## src/sv/tpbd_pkg.sv

```systemverilog
package tpbd_pkg;

	localparam int unsigned WidthW = 8;
	localparam int unsigned AddrW  = 16;
	localparam int unsigned CountW = 16;
	localparam int unsigned CfgIdxW = 2;
	localparam int unsigned CfgDataW = 16;
	localparam int unsigned HeaderBytes = 4;

	localparam logic [WidthW-1:0] ShortWidthRst = 8'd40;
	localparam logic [WidthW-1:0] LongWidthRst  = 8'd80;
	localparam logic [WidthW-1:0] ToleranceRst  = 8'd10;
	localparam logic [CountW-1:0] MinPilotRst   = 16'd500;

	typedef enum logic [CfgIdxW-1:0] {
		CFG_SHORT_WIDTH = 2'd0,
		CFG_LONG_WIDTH  = 2'd1,
		CFG_TOLERANCE   = 2'd2,
		CFG_MIN_PILOT   = 2'd3
	} cfg_idx_t;

	typedef enum logic [2:0] {
		PH_HUNT   = 3'd0,
		PH_PILOT  = 3'd1,
		PH_SYNC   = 3'd2,
		PH_HEADER = 3'd3,
		PH_DATA   = 3'd4,
		PH_CHECK  = 3'd5
	} phase_t;

	typedef enum logic [1:0] {
		KIND_HEADER = 2'd0,
		KIND_DATA   = 2'd1,
		KIND_CHECK  = 2'd2,
		KIND_ERROR  = 2'd3
	} kind_t;

	typedef enum logic [1:0] {
		ERR_NONE      = 2'd0,
		ERR_BAD_PULSE = 2'd1,
		ERR_PAUSE     = 2'd2,
		ERR_ADDR      = 2'd3
	} err_t;

endpackage

```

## src/sv/tpbd_pulse_if.sv

```systemverilog
interface tpbd_pulse_if;
	import tpbd_pkg::*;

	logic              valid;
	logic              ready;
	logic [WidthW-1:0] pulse_width;
	logic              is_pause;

	modport source (output valid, pulse_width, is_pause, input ready);
	modport sink   (input valid, pulse_width, is_pause, output ready);
endinterface

```

## src/sv/tpbd_result_if.sv

```systemverilog
interface tpbd_result_if;
	import tpbd_pkg::*;

	logic              valid;
	logic              ready;
	logic [WidthW-1:0] byte_value;
	logic [1:0]        item_kind;
	logic [1:0]        error_code;
	logic [WidthW-1:0] sum_expected;
	logic              sum_match;
	logic              last;

	modport source (output valid, byte_value, item_kind, error_code, sum_expected,
		sum_match, last, input ready);
	modport sink   (input valid, byte_value, item_kind, error_code, sum_expected,
		sum_match, last, output ready);
endinterface

```

## src/sv/tape_pulse_block_decoder.sv

```systemverilog
// Tape pulse block decoder.
// pulse_in carries one tape pulse per beat (width and pause flag); result_out
// carries one decoded byte or error per beat. Only pulses that complete a
// byte, or that break the block, give a result beat; all others give none.
// Configuration is written through cfg_we/cfg_idx/cfg_data; the user must
// write it only while idle; the block does not enforce this. A pulse is
// registered at input, then classified and folded into the decoder state on
// the edge where it advances, which also loads result_out. Throughput: one
// pulse per cycle while result_out does not stall; the classifier and byte
// assembler are a single stage of compare, subtract and shift logic.
// Reset puts the decoder in pilot hunting, clears the counters, address and
// checksum registers, and loads the nominal widths, tolerance and minimum
// pilot length with their defaults.
// When result_out stalls, the held result stays put and the input stage keeps
// one pulse; pulse_in.ready then drops until the result beat is taken.
module tape_pulse_block_decoder (
	input  logic                              clk,
	input  logic                              arst_n,
	input  logic                              cfg_we,
	input  logic [tpbd_pkg::CfgIdxW-1:0]      cfg_idx,
	input  logic [tpbd_pkg::CfgDataW-1:0]     cfg_data,
	tpbd_pulse_if.sink                        pulse_in,
	tpbd_result_if.source                     result_out
);
	import tpbd_pkg::*;

	logic [WidthW-1:0] short_width_q, long_width_q, tolerance_q;
	logic [CountW-1:0] min_pilot_q;

	logic              valid_s1;
	logic [WidthW-1:0] width_s1;
	logic              pause_s1;
	logic              adv;

	phase_t            phase_q, phase_n;
	logic [CountW-1:0] pilot_cnt_q, pilot_cnt_n;
	logic [7:0]        shift_q, shift_n;
	logic [3:0]        bit_idx_q, bit_idx_n;
	logic              second_q, second_n;
	logic [1:0]        hdr_idx_q, hdr_idx_n;
	logic [AddrW-1:0]  start_q, start_n, end_q, end_n, left_q, left_n;
	logic [7:0]        sum_q, sum_n;

	logic              emit;
	logic [7:0]        r_byte, r_sum;
	kind_t             r_kind;
	err_t              r_err;
	logic              r_match, r_last;

	logic              is_short, is_long, bit_v, done, failed;
	err_t              fail_code;
	logic [WidthW:0]   w_ext;
	logic [7:0]        d_short, d_long, b;

	logic              out_valid_q;
	logic [7:0]        out_byte_q, out_sum_q;
	logic [1:0]        out_kind_q, out_err_q;
	logic              out_match_q, out_last_q;

	always_ff @(posedge clk or negedge arst_n) begin
		if (!arst_n) begin
			short_width_q <= ShortWidthRst;
			long_width_q  <= LongWidthRst;
			tolerance_q   <= ToleranceRst;
			min_pilot_q   <= MinPilotRst;
		end else if (cfg_we) begin
			case (cfg_idx_t'(cfg_idx))
				CFG_SHORT_WIDTH: short_width_q <= cfg_data[WidthW-1:0];
				CFG_LONG_WIDTH:  long_width_q  <= cfg_data[WidthW-1:0];
				CFG_TOLERANCE:   tolerance_q   <= cfg_data[WidthW-1:0];
				CFG_MIN_PILOT:   min_pilot_q   <= cfg_data[CountW-1:0];
				default:         min_pilot_q   <= min_pilot_q;
			endcase
		end
	end

	assign adv            = valid_s1 && (!out_valid_q || result_out.ready);
	assign pulse_in.ready = !valid_s1 || adv;

	always_ff @(posedge clk or negedge arst_n) begin
		if (!arst_n) begin
			valid_s1 <= 1'b0;
		end else if (pulse_in.ready) begin
			valid_s1 <= pulse_in.valid;
		end
	end

	always_ff @(posedge clk) begin
		if (pulse_in.ready && pulse_in.valid) begin
			width_s1 <= pulse_in.pulse_width;
			pause_s1 <= pulse_in.is_pause;
		end
	end

	// strict window n - t < w < n + t, done as w + t > n and w < n + t
	assign w_ext    = {1'b0, width_s1};
	assign is_short = (w_ext + {1'b0, tolerance_q} > {1'b0, short_width_q}) &&
		(w_ext < {1'b0, short_width_q} + {1'b0, tolerance_q});
	assign is_long  = (w_ext + {1'b0, tolerance_q} > {1'b0, long_width_q}) &&
		(w_ext < {1'b0, long_width_q} + {1'b0, tolerance_q});
	assign d_short  = (width_s1 > short_width_q) ? width_s1 - short_width_q
		: short_width_q - width_s1;
	assign d_long   = (width_s1 > long_width_q) ? width_s1 - long_width_q
		: long_width_q - width_s1;

	always_comb begin
		phase_n     = phase_q;
		pilot_cnt_n = pilot_cnt_q;
		shift_n     = shift_q;
		bit_idx_n   = bit_idx_q;
		second_n    = second_q;
		hdr_idx_n   = hdr_idx_q;
		start_n     = start_q;
		end_n       = end_q;
		left_n      = left_q;
		sum_n       = sum_q;
		emit        = 1'b0;
		r_byte      = '0;
		r_kind      = KIND_HEADER;
		r_err       = ERR_NONE;
		r_sum       = '0;
		r_match     = 1'b0;
		r_last      = 1'b0;
		done        = 1'b0;
		failed      = 1'b0;
		fail_code   = ERR_NONE;
		bit_v       = 1'b0;
		b           = '0;
		case (phase_q)
			PH_HUNT: begin
				if (!pause_s1 && is_long) begin
					phase_n     = PH_PILOT;
					pilot_cnt_n = CountW'(1);
				end
			end
			PH_PILOT: begin
				if (!pause_s1 && is_long) begin
					if (pilot_cnt_q != '1) pilot_cnt_n = pilot_cnt_q + 1'b1;
				end else if (pilot_cnt_q > min_pilot_q && !pause_s1 && is_short) begin
					phase_n     = PH_SYNC;
					pilot_cnt_n = '0;
				end else begin
					phase_n     = PH_HUNT;
					pilot_cnt_n = '0;
				end
			end
			PH_SYNC: begin
				// second half of the sync bit is skipped unchecked
				phase_n   = PH_HEADER;
				hdr_idx_n = '0;
				shift_n   = '0;
				bit_idx_n = '0;
				second_n  = 1'b0;
				sum_n     = '0;
			end
			PH_HEADER, PH_DATA, PH_CHECK: begin
				if (second_q) begin
					second_n = 1'b0;
					done     = bit_idx_q[3];
				end else if (pause_s1) begin
					if (phase_q == PH_CHECK && bit_idx_q == 4'd7) begin
						shift_n   = {shift_q[6:0], 1'b0};
						bit_idx_n = 4'd8;
						done      = 1'b1;
					end else begin
						failed    = 1'b1;
						fail_code = ERR_PAUSE;
					end
				end else if (!is_short && !is_long) begin
					failed    = 1'b1;
					fail_code = ERR_BAD_PULSE;
				end else begin
					if (is_short && is_long) bit_v = !(d_long < d_short);
					else bit_v = is_short;
					shift_n   = {shift_q[6:0], bit_v};
					bit_idx_n = bit_idx_q + 1'b1;
					if (bit_v) second_n = 1'b1;
					else done = bit_idx_n[3];
				end

				if (done) begin
					b         = shift_n;
					shift_n   = '0;
					bit_idx_n = '0;
					second_n  = 1'b0;
					emit      = 1'b1;
					r_byte    = b;
					case (phase_q)
						PH_HEADER: begin
							r_kind = KIND_HEADER;
							r_sum  = sum_q;
							case (hdr_idx_q)
								2'd0:    start_n = {start_q[15:8], b};
								2'd1:    start_n = {b, start_q[7:0]};
								2'd2:    end_n   = {end_q[15:8], b};
								default: end_n   = {b, end_q[7:0]};
							endcase
							if (hdr_idx_q == 2'(HeaderBytes - 1)) begin
								hdr_idx_n = '0;
								if (end_n <= start_n) begin
									failed    = 1'b1;
									fail_code = ERR_ADDR;
								end else begin
									left_n  = end_n - start_n;
									phase_n = PH_DATA;
								end
							end else begin
								hdr_idx_n = hdr_idx_q + 1'b1;
							end
						end
						PH_DATA: begin
							sum_n  = sum_q + b + 8'd1;
							left_n = left_q - 1'b1;
							if (left_n == '0) phase_n = PH_CHECK;
							r_kind = KIND_DATA;
							r_sum  = sum_n;
						end
						default: begin
							r_kind      = KIND_CHECK;
							r_sum       = sum_q;
							r_match     = (b == sum_q);
							r_last      = 1'b1;
							phase_n     = PH_HUNT;
							pilot_cnt_n = '0;
							hdr_idx_n   = '0;
						end
					endcase
				end

				if (failed) begin
					emit        = 1'b1;
					r_byte      = '0;
					r_kind      = KIND_ERROR;
					r_err       = fail_code;
					r_sum       = '0;
					r_match     = 1'b0;
					r_last      = 1'b1;
					phase_n     = PH_HUNT;
					pilot_cnt_n = '0;
					shift_n     = '0;
					bit_idx_n   = '0;
					second_n    = 1'b0;
					hdr_idx_n   = '0;
				end
			end
			default: begin
				phase_n     = PH_HUNT;
				pilot_cnt_n = '0;
				shift_n     = '0;
				bit_idx_n   = '0;
				second_n    = 1'b0;
				hdr_idx_n   = '0;
			end
		endcase
	end

	always_ff @(posedge clk or negedge arst_n) begin
		if (!arst_n) begin
			phase_q     <= PH_HUNT;
			pilot_cnt_q <= '0;
			shift_q     <= '0;
			bit_idx_q   <= '0;
			second_q    <= 1'b0;
			hdr_idx_q   <= '0;
			start_q     <= '0;
			end_q       <= '0;
			left_q      <= '0;
			sum_q       <= '0;
		end else if (adv) begin
			phase_q     <= phase_n;
			pilot_cnt_q <= pilot_cnt_n;
			shift_q     <= shift_n;
			bit_idx_q   <= bit_idx_n;
			second_q    <= second_n;
			hdr_idx_q   <= hdr_idx_n;
			start_q     <= start_n;
			end_q       <= end_n;
			left_q      <= left_n;
			sum_q       <= sum_n;
		end
	end

	// result register, refilled on the same edge the old beat is taken
	always_ff @(posedge clk or negedge arst_n) begin
		if (!arst_n) begin
			out_valid_q <= 1'b0;
		end else if (adv) begin
			out_valid_q <= emit;
		end else if (result_out.ready) begin
			out_valid_q <= 1'b0;
		end
	end

	always_ff @(posedge clk) begin
		if (adv && emit) begin
			out_byte_q  <= r_byte;
			out_kind_q  <= r_kind;
			out_err_q   <= r_err;
			out_sum_q   <= r_sum;
			out_match_q <= r_match;
			out_last_q  <= r_last;
		end
	end

	assign result_out.valid        = out_valid_q;
	assign result_out.byte_value   = out_byte_q;
	assign result_out.item_kind    = out_kind_q;
	assign result_out.error_code   = out_err_q;
	assign result_out.sum_expected = out_sum_q;
	assign result_out.sum_match    = out_match_q;
	assign result_out.last         = out_last_q;

endmodule

```

## src/flat_wrapper.sv

```systemverilog
// flat-port wrapper written by rule: the top's interface ports become plain ports
module tape_pulse_block_decoder_flat import tpbd_pkg::*;
  (clk, arst_n, cfg_we, cfg_idx, cfg_data, pulse_in_valid, pulse_in_pulse_width, pulse_in_is_pause, pulse_in_ready, result_out_valid, result_out_byte_value, result_out_item_kind, result_out_error_code, result_out_sum_expected, result_out_sum_match, result_out_last, result_out_ready);
  tpbd_pulse_if pulse_in_i ();
  tpbd_result_if result_out_i ();
  input  logic clk;
  input  logic arst_n;
  input  logic cfg_we;
  input  logic [tpbd_pkg::CfgIdxW-1:0] cfg_idx;
  input  logic [tpbd_pkg::CfgDataW-1:0] cfg_data;
  input wire logic [$bits(pulse_in_i.valid)-1:0] pulse_in_valid;
  input wire logic [$bits(pulse_in_i.pulse_width)-1:0] pulse_in_pulse_width;
  input wire logic [$bits(pulse_in_i.is_pause)-1:0] pulse_in_is_pause;
  output wire logic [$bits(pulse_in_i.ready)-1:0] pulse_in_ready;
  output wire logic [$bits(result_out_i.valid)-1:0] result_out_valid;
  output wire logic [$bits(result_out_i.byte_value)-1:0] result_out_byte_value;
  output wire logic [$bits(result_out_i.item_kind)-1:0] result_out_item_kind;
  output wire logic [$bits(result_out_i.error_code)-1:0] result_out_error_code;
  output wire logic [$bits(result_out_i.sum_expected)-1:0] result_out_sum_expected;
  output wire logic [$bits(result_out_i.sum_match)-1:0] result_out_sum_match;
  output wire logic [$bits(result_out_i.last)-1:0] result_out_last;
  input wire logic [$bits(result_out_i.ready)-1:0] result_out_ready;
  assign pulse_in_i.valid = pulse_in_valid;
  assign pulse_in_i.pulse_width = pulse_in_pulse_width;
  assign pulse_in_i.is_pause = pulse_in_is_pause;
  assign pulse_in_ready = pulse_in_i.ready;
  assign result_out_valid = result_out_i.valid;
  assign result_out_byte_value = result_out_i.byte_value;
  assign result_out_item_kind = result_out_i.item_kind;
  assign result_out_error_code = result_out_i.error_code;
  assign result_out_sum_expected = result_out_i.sum_expected;
  assign result_out_sum_match = result_out_i.sum_match;
  assign result_out_last = result_out_i.last;
  assign result_out_i.ready = result_out_ready;
  tape_pulse_block_decoder u_core (.clk(clk), .arst_n(arst_n), .cfg_we(cfg_we), .cfg_idx(cfg_idx), .cfg_data(cfg_data), .pulse_in(pulse_in_i), .result_out(result_out_i));
endmodule
```

## config.mk

```make
export PLATFORM = sky130hd
export DESIGN_NAME = tape_pulse_block_decoder_flat
export DESIGN_NICKNAME = d
export VERILOG_FILES = /design/src/sv/tpbd_pkg.sv /design/src/sv/tpbd_pulse_if.sv /design/src/sv/tpbd_result_if.sv /design/src/sv/tape_pulse_block_decoder.sv /design/src/flat_wrapper.sv
export SDC_FILE = /design/constraint.sdc
export NUM_CORES = 1
export LEC_CHECK = 0
export BUFFER_PORTS_ARGS = -buffer_cell sky130_fd_sc_hd__buf_2
export CAP_MARGIN = 40
export CORE_MARGIN = 2
export CORE_UTILIZATION = 52
export DETAILED_ROUTE_END_ITERATION = 8
export GPL_TIMING_DRIVEN = 0
export HOLD_SLACK_MARGIN = 0.02
export PLACE_DENSITY_LB_ADDON = 0.05
export SKIP_CTS_REPAIR_TIMING = 1
export SYNTH_ARGS = -nofsm -noshare
export SYNTH_HDL_FRONTEND = slang
export SYNTH_SLANG_ARGS = --single-unit
```

## constraint.sdc

```tcl
create_clock -name clk -period 7.27 [get_ports clk]
set_input_delay 0.3635 -clock clk [delete_from_list [all_inputs] [get_ports clk]]
set_output_delay 0.3635 -clock clk [all_outputs]
set_load 0.005 [all_outputs]
```

==> results.env <==
STATUS='finished with violations'
FAILED_CHECKS='setup timing'
CLOCK-SKEW-FINAL_NS=0.0155
TIMING.CRITICAL_PATH.TO='u_core.pilot_cnt_q[14]$_DFFE_PN0P_'
ROUTABILITYCONGESTION=0.876
TRITONCTS_NUM_SINKS=162
YS_SEQ_ELEMENTS=162
ROUTED_WL_MM=33.0
SYNTH_CELL_TYPES=91
FINAL.MIN_CLOCK_PERIOD_NS=7.28
POST_DRT_VIA_CELL_RATIO=5.87
CRITPATHMAXFANOUT=6
SYNTH-COMPOUND-AREA-SHARE=0.220
SYNTHESIS.INSTANCES=1306
CLOCK_PATH_BUFFERS=2
MAX_CAP_CHECK_VIOLATION_COUNT=0
CTS_HTREE_LEVELS=4
YOSYS.AREA.TOP_TYPE='sky130_fd_sc_hd__dfrtp_1'
YOSYS.AREA_SHARE.XOR_XNOR=0.0335
FINAL.FILL_COUNT=1975
SYNTH_FF_TYPE='sky130_fd_sc_hd__dfrtp_1'
REQUIRED_NS=7.61
POST-PLACE-CELLS=1683
REMAINING_DESIGN_RULE_VIOLATION_COUNT=0
WORST_SETUP_HOLD_PATH_CLK_SLEW_NS=0.08
GRT_ANTENNA_BEFORE_REPAIR=0
RSZ0062_AT_GRT='yes'
CP.BUFFERS_INVERTERS=6
SYNTH-EDFF-COUNT=30
GRT_FIRST_PASS_WIRELENGTH_MM=51.2
CRIT_FAMILY='compound AO/OA/AOI/OAI gates'
CRITICAL_PATH.ENDPOINT_TYPE='flop'
AREAGROWTHSYNTHTOFINISH_PCT=17.9
POSTPLACECELLAREA_UM2=13000
FP.DIEW_UM=158
RR_WORST_DEPTH=37
SLOWEST_DELAY_NS=0.49
FINALSETUPVIOLCOUNT=4
DIE_H_UM=158
NUMBER_OF_GLOBAL_ROUTE_VIAS_BEFORE_REPAIR=9362
POWER_LEAKAGE_nW=6.41
FLOORPLAN.INITIALDENSITY=0.526
MAX_SLEW.WORST_PIN.SLEW_NS=0.906
GRT.OVERFLOW.TOTAL=0
SYN_AREA_UM2=12300
CRITICAL_PATH.REG2REG.ENDPOINT='u_core.pilot_cnt_q[14]$_DFFE_PN0P_'
POST_SYNTH_MOST_FREQUENT_CELLS='sky130_fd_sc_hd__ha_1 (138), sky130_fd_sc_hd__dfrtp_1 (120), sky130_fd_sc_hd__nor2_1 (103)'
TOP_LEVEL_PORTS=56
IR_WORST_VDD_mV=0.173
FINAL_CELLS=1767
ANTENNA_LEFT=0
SYNTH_TOP_CELL_AREA_SHARE=0.244
PORTBUFS=55
RR_STARTPOINT='u_core.width_s1[0]$_DFFE_PP_'
DRT_FIRST_ITER_VIOLATIONS=856
NNETSFINAL=1614
SLEW_HEADROOM=0.388
FRACTION_OF_SYNTHESIZED_AREA_IN_MULTIPLEXERS=0.0553
CLOCK-ROOT-BUFFER='sky130_fd_sc_hd__clkbuf_16'
CRIT_CELLS=37
DRT_PASS1_ITERATIONS=5
NUMCTSBUFFERS=17
WP_DATA_ARRIVAL_NS=7.62
MIN_PERIOD_OVER_PERIOD=1.00
DESIGN.CORE.AREA_UM2=23300
SYNTHESIS.AREA_PER_INSTANCE_UM2=9.41
CRIT_SLOWEST_CELL='sky130_fd_sc_hd__edfxtp_1'
SYNTHESIS.YOSYS.WARNINGS=0
SYNTH_TOP_FAMILY_BY_AREA='compound AO/OA/AOI/OAI gates'
GRT_USE_TOTAL=0.264
POST_DRT_WL_PER_CELL_UM=18.7
ASYNC_FLOP_SHARE=0.815
POST_LAYOUT_INST_AREA_UM2=14500
GRT_START_MAX_NET_PINS=73
SYNTHESIZED_AREA_FRACTION_OCCUPIED_BY_ADDER_CELLS=0.155
SYNTHSIMPLEGATEAREAFRAC=0.149
ROW_COUNT=56
SYNTH.TOP_CELLS.BY_AREA='sky130_fd_sc_hd__dfrtp_1 (24%), sky130_fd_sc_hd__ha_1 (14%), sky130_fd_sc_hd__edfxtp_1 (7.3%)'
LAYOUT.CORE_UTILIZATION=0.621
YOSYSMOSTFREQUENTCELL='sky130_fd_sc_hd__ha_1'
CTS_TREE='built'
TIMING_WORST_SETUP_PATH_TYPE='flop to flop'
SYNTHESIS.NETS=1485
CRITICAL_PATH.STARTPOINT_TYPE='flop'
FIN_TOTAL_PWR_mW=3.98
HPWL_MM=24.1
DR_TOTAL_VIAS=10400
TIMING.REG2REG.SETUP_SLACK_NS=-0.01
REPORT.FINAL.HOLD_VIOL_COUNT=0
WORSTHOLDPATHTYPE='input port to flop'
LAYOUT_SETUP_WS_NS=-0.0115
SLEW_VIOLATIONS=0
INSERTED_DIODES=0
LAYOUT-DRIVE-GT1-SHARE=0.214
DIE_AREA_UM2=24900
SYNTH_SEQUENTIAL_AREA_RATIO=0.343
WORSTSKEWPAIRLATENCY_NS=0.44
PWR_DENSITY_CELL_nW_PER_UM2=275
FMAX_MHz=137
TIMING_STARTPOINT_OF_THE_CRITICAL_PATH='u_core.width_s1[0]$_DFFE_PP_'
## cells by family (layout without fill, tap and decap cells)
logic type | after synthesis | after routing
xor gates and xnor gates | 47 | 47
buffers and inverters | 130 | 272
AOI/OAI and AO/OA | 391 | 391
DFF | 162 | 162
muxes | 58 | 58
and+or+nand+nor | 371 | 371
adders and majority gates | 147 | 147
## cell usage in the layout, fill, tap and decap left out, types with 9 or more instances in the layout
cell,count
sky130_fd_sc_hd__ha_1,134
sky130_fd_sc_hd__dfrtp_1,120
sky130_fd_sc_hd__nor2_1,99
sky130_fd_sc_hd__nand2_1,94
sky130_fd_sc_hd__inv_1,85
sky130_fd_sc_hd__o21ai_0,79
sky130_fd_sc_hd__a21oi_1,77
sky130_fd_sc_hd__buf_2,60
sky130_fd_sc_hd__buf_4,47
sky130_fd_sc_hd__mux2_2,39
sky130_fd_sc_hd__xnor2_1,33
sky130_fd_sc_hd__nand2b_1,30
sky130_fd_sc_hd__edfxtp_1,30
sky130_fd_sc_hd__o2bb2ai_1,29
sky130_fd_sc_hd__nand3_1,26
sky130_fd_sc_hd__clkbuf_1,22
sky130_fd_sc_hd__a21o_1,21
sky130_fd_sc_hd__nor3_1,18
sky130_fd_sc_hd__clkbuf_16,18
sky130_fd_sc_hd__nand4_1,17
sky130_fd_sc_hd__a22oi_1,16
sky130_fd_sc_hd__nor2b_1,14
sky130_fd_sc_hd__and3_1,13
sky130_fd_sc_hd__xor2_1,13
sky130_fd_sc_hd__a22o_1,13
sky130_fd_sc_hd__o21ai_1,12
sky130_fd_sc_hd__dfstp_2,12
sky130_fd_sc_hd__o21a_1,11
sky130_fd_sc_hd__mux2i_1,11
sky130_fd_sc_hd__buf_6,10
sky130_fd_sc_hd__a21oi_2,10
sky130_fd_sc_hd__o211ai_1,9
sky130_fd_sc_hd__o21ai_2,9
## report_power, final
group / internal, mW / leakage [nW] / switching (mW)
registers: 0.985 / 1.96 / 0.0653
clock network: 0.467 / 0.291 / 0.471
logic: 0.921 / 4.15 / 1.07
## per-stage QoR
step           worst slack [ns]  hold slack, ns  setup TNS [ns]
2_1_floorplan            0.0796          0.0679               0
3_3_place_gp              -2.60           0.473         -123.68
3_5_place_dp              -2.51           0.381         -117.06
4_1_cts                   -2.59         -0.0891         -122.57
5_1_grt                  -0.321          0.0921           -8.89
6_report                -0.0115          0.0931         -0.0217
## area by class of cell
type / instances / area, µm² / area share
Buffer: 39 / 240 / 0.0166
Clock buffer: 17 / 425 / 0.0294
Clock inverter: 15 / 183 / 0.0126
Inverter: 91 / 342 / 0.0236
Multi-Input combinational cell: 1014 / 7910 / 0.546
Sequential cell: 162 / 4220 / 0.291
Tap cell: 319 / 399 / 0.0276
Timing Repair Buffer: 110 / 769 / 0.0531
## flip-flops by register name, summed over array words and instances (netlist names), 2 cells and up
signal and cells:
u_core.result_out.byte_value 8, u_core.short_width_q 8, u_core.result_out.error_code 2, u_core.long_width_q 8
u_core.left_q 16, u_core.phase_q 3, u_core.hdr_idx_q 2, u_core.width_s1 8
u_core.result_out.sum_expected 8, u_core.start_q 16, u_core.shift_q 8, u_core.end_q 16
u_core.bit_idx_q 4, u_core.sum_q 8, u_core.tolerance_q 8, u_core.pilot_cnt_q 16
u_core.min_pilot_q 16
## worst register-to-register path: cells and delay by family, from the launching register on
family	cells	cell delay [ns]
xor gates and xnor gates	1	0.15
DFF	1	0.49
and+or+nand+nor	4	0.69
buffers and inverters	6	0.76
adders and majority gates	5	1.30
AOI/OAI and AO/OA	20	3.51
muxes	1	0.30
## worst min path at each step
stage               cells after the start  slack (ns)                                  to                      startpoint
floorplan                               0        0.07     u_core.bit_idx_q[0]$_DFFE_PN0P_                          arst_n
global placement                        1        0.47      u_core.start_q[13]$_DFFE_PN0P_  u_core.start_q[13]$_DFFE_PN0P_
detailed placement                      1        0.38  u_core.pilot_cnt_q[11]$_DFFE_PN0P_                          arst_n
CTS                                     1       -0.09   u_core.min_pilot_q[9]$_DFFE_PN0P_                          arst_n
global route                            1        0.09        u_core.width_s1[2]$_DFFE_PP_         pulse_in_pulse_width[2]
finish                                  1        0.09        u_core.width_s1[2]$_DFFE_PP_         pulse_in_pulse_width[2]
## metal layers
layer  vias up  share of wire  GRT usage
met5         -              0          0
met4         0         0.0098     0.0545
met3        24          0.051     0.0331
met2       301           0.44      0.387
met1      5009           0.50      0.415
li1       5047              -          -
Power figures use the tool's default switching activity.
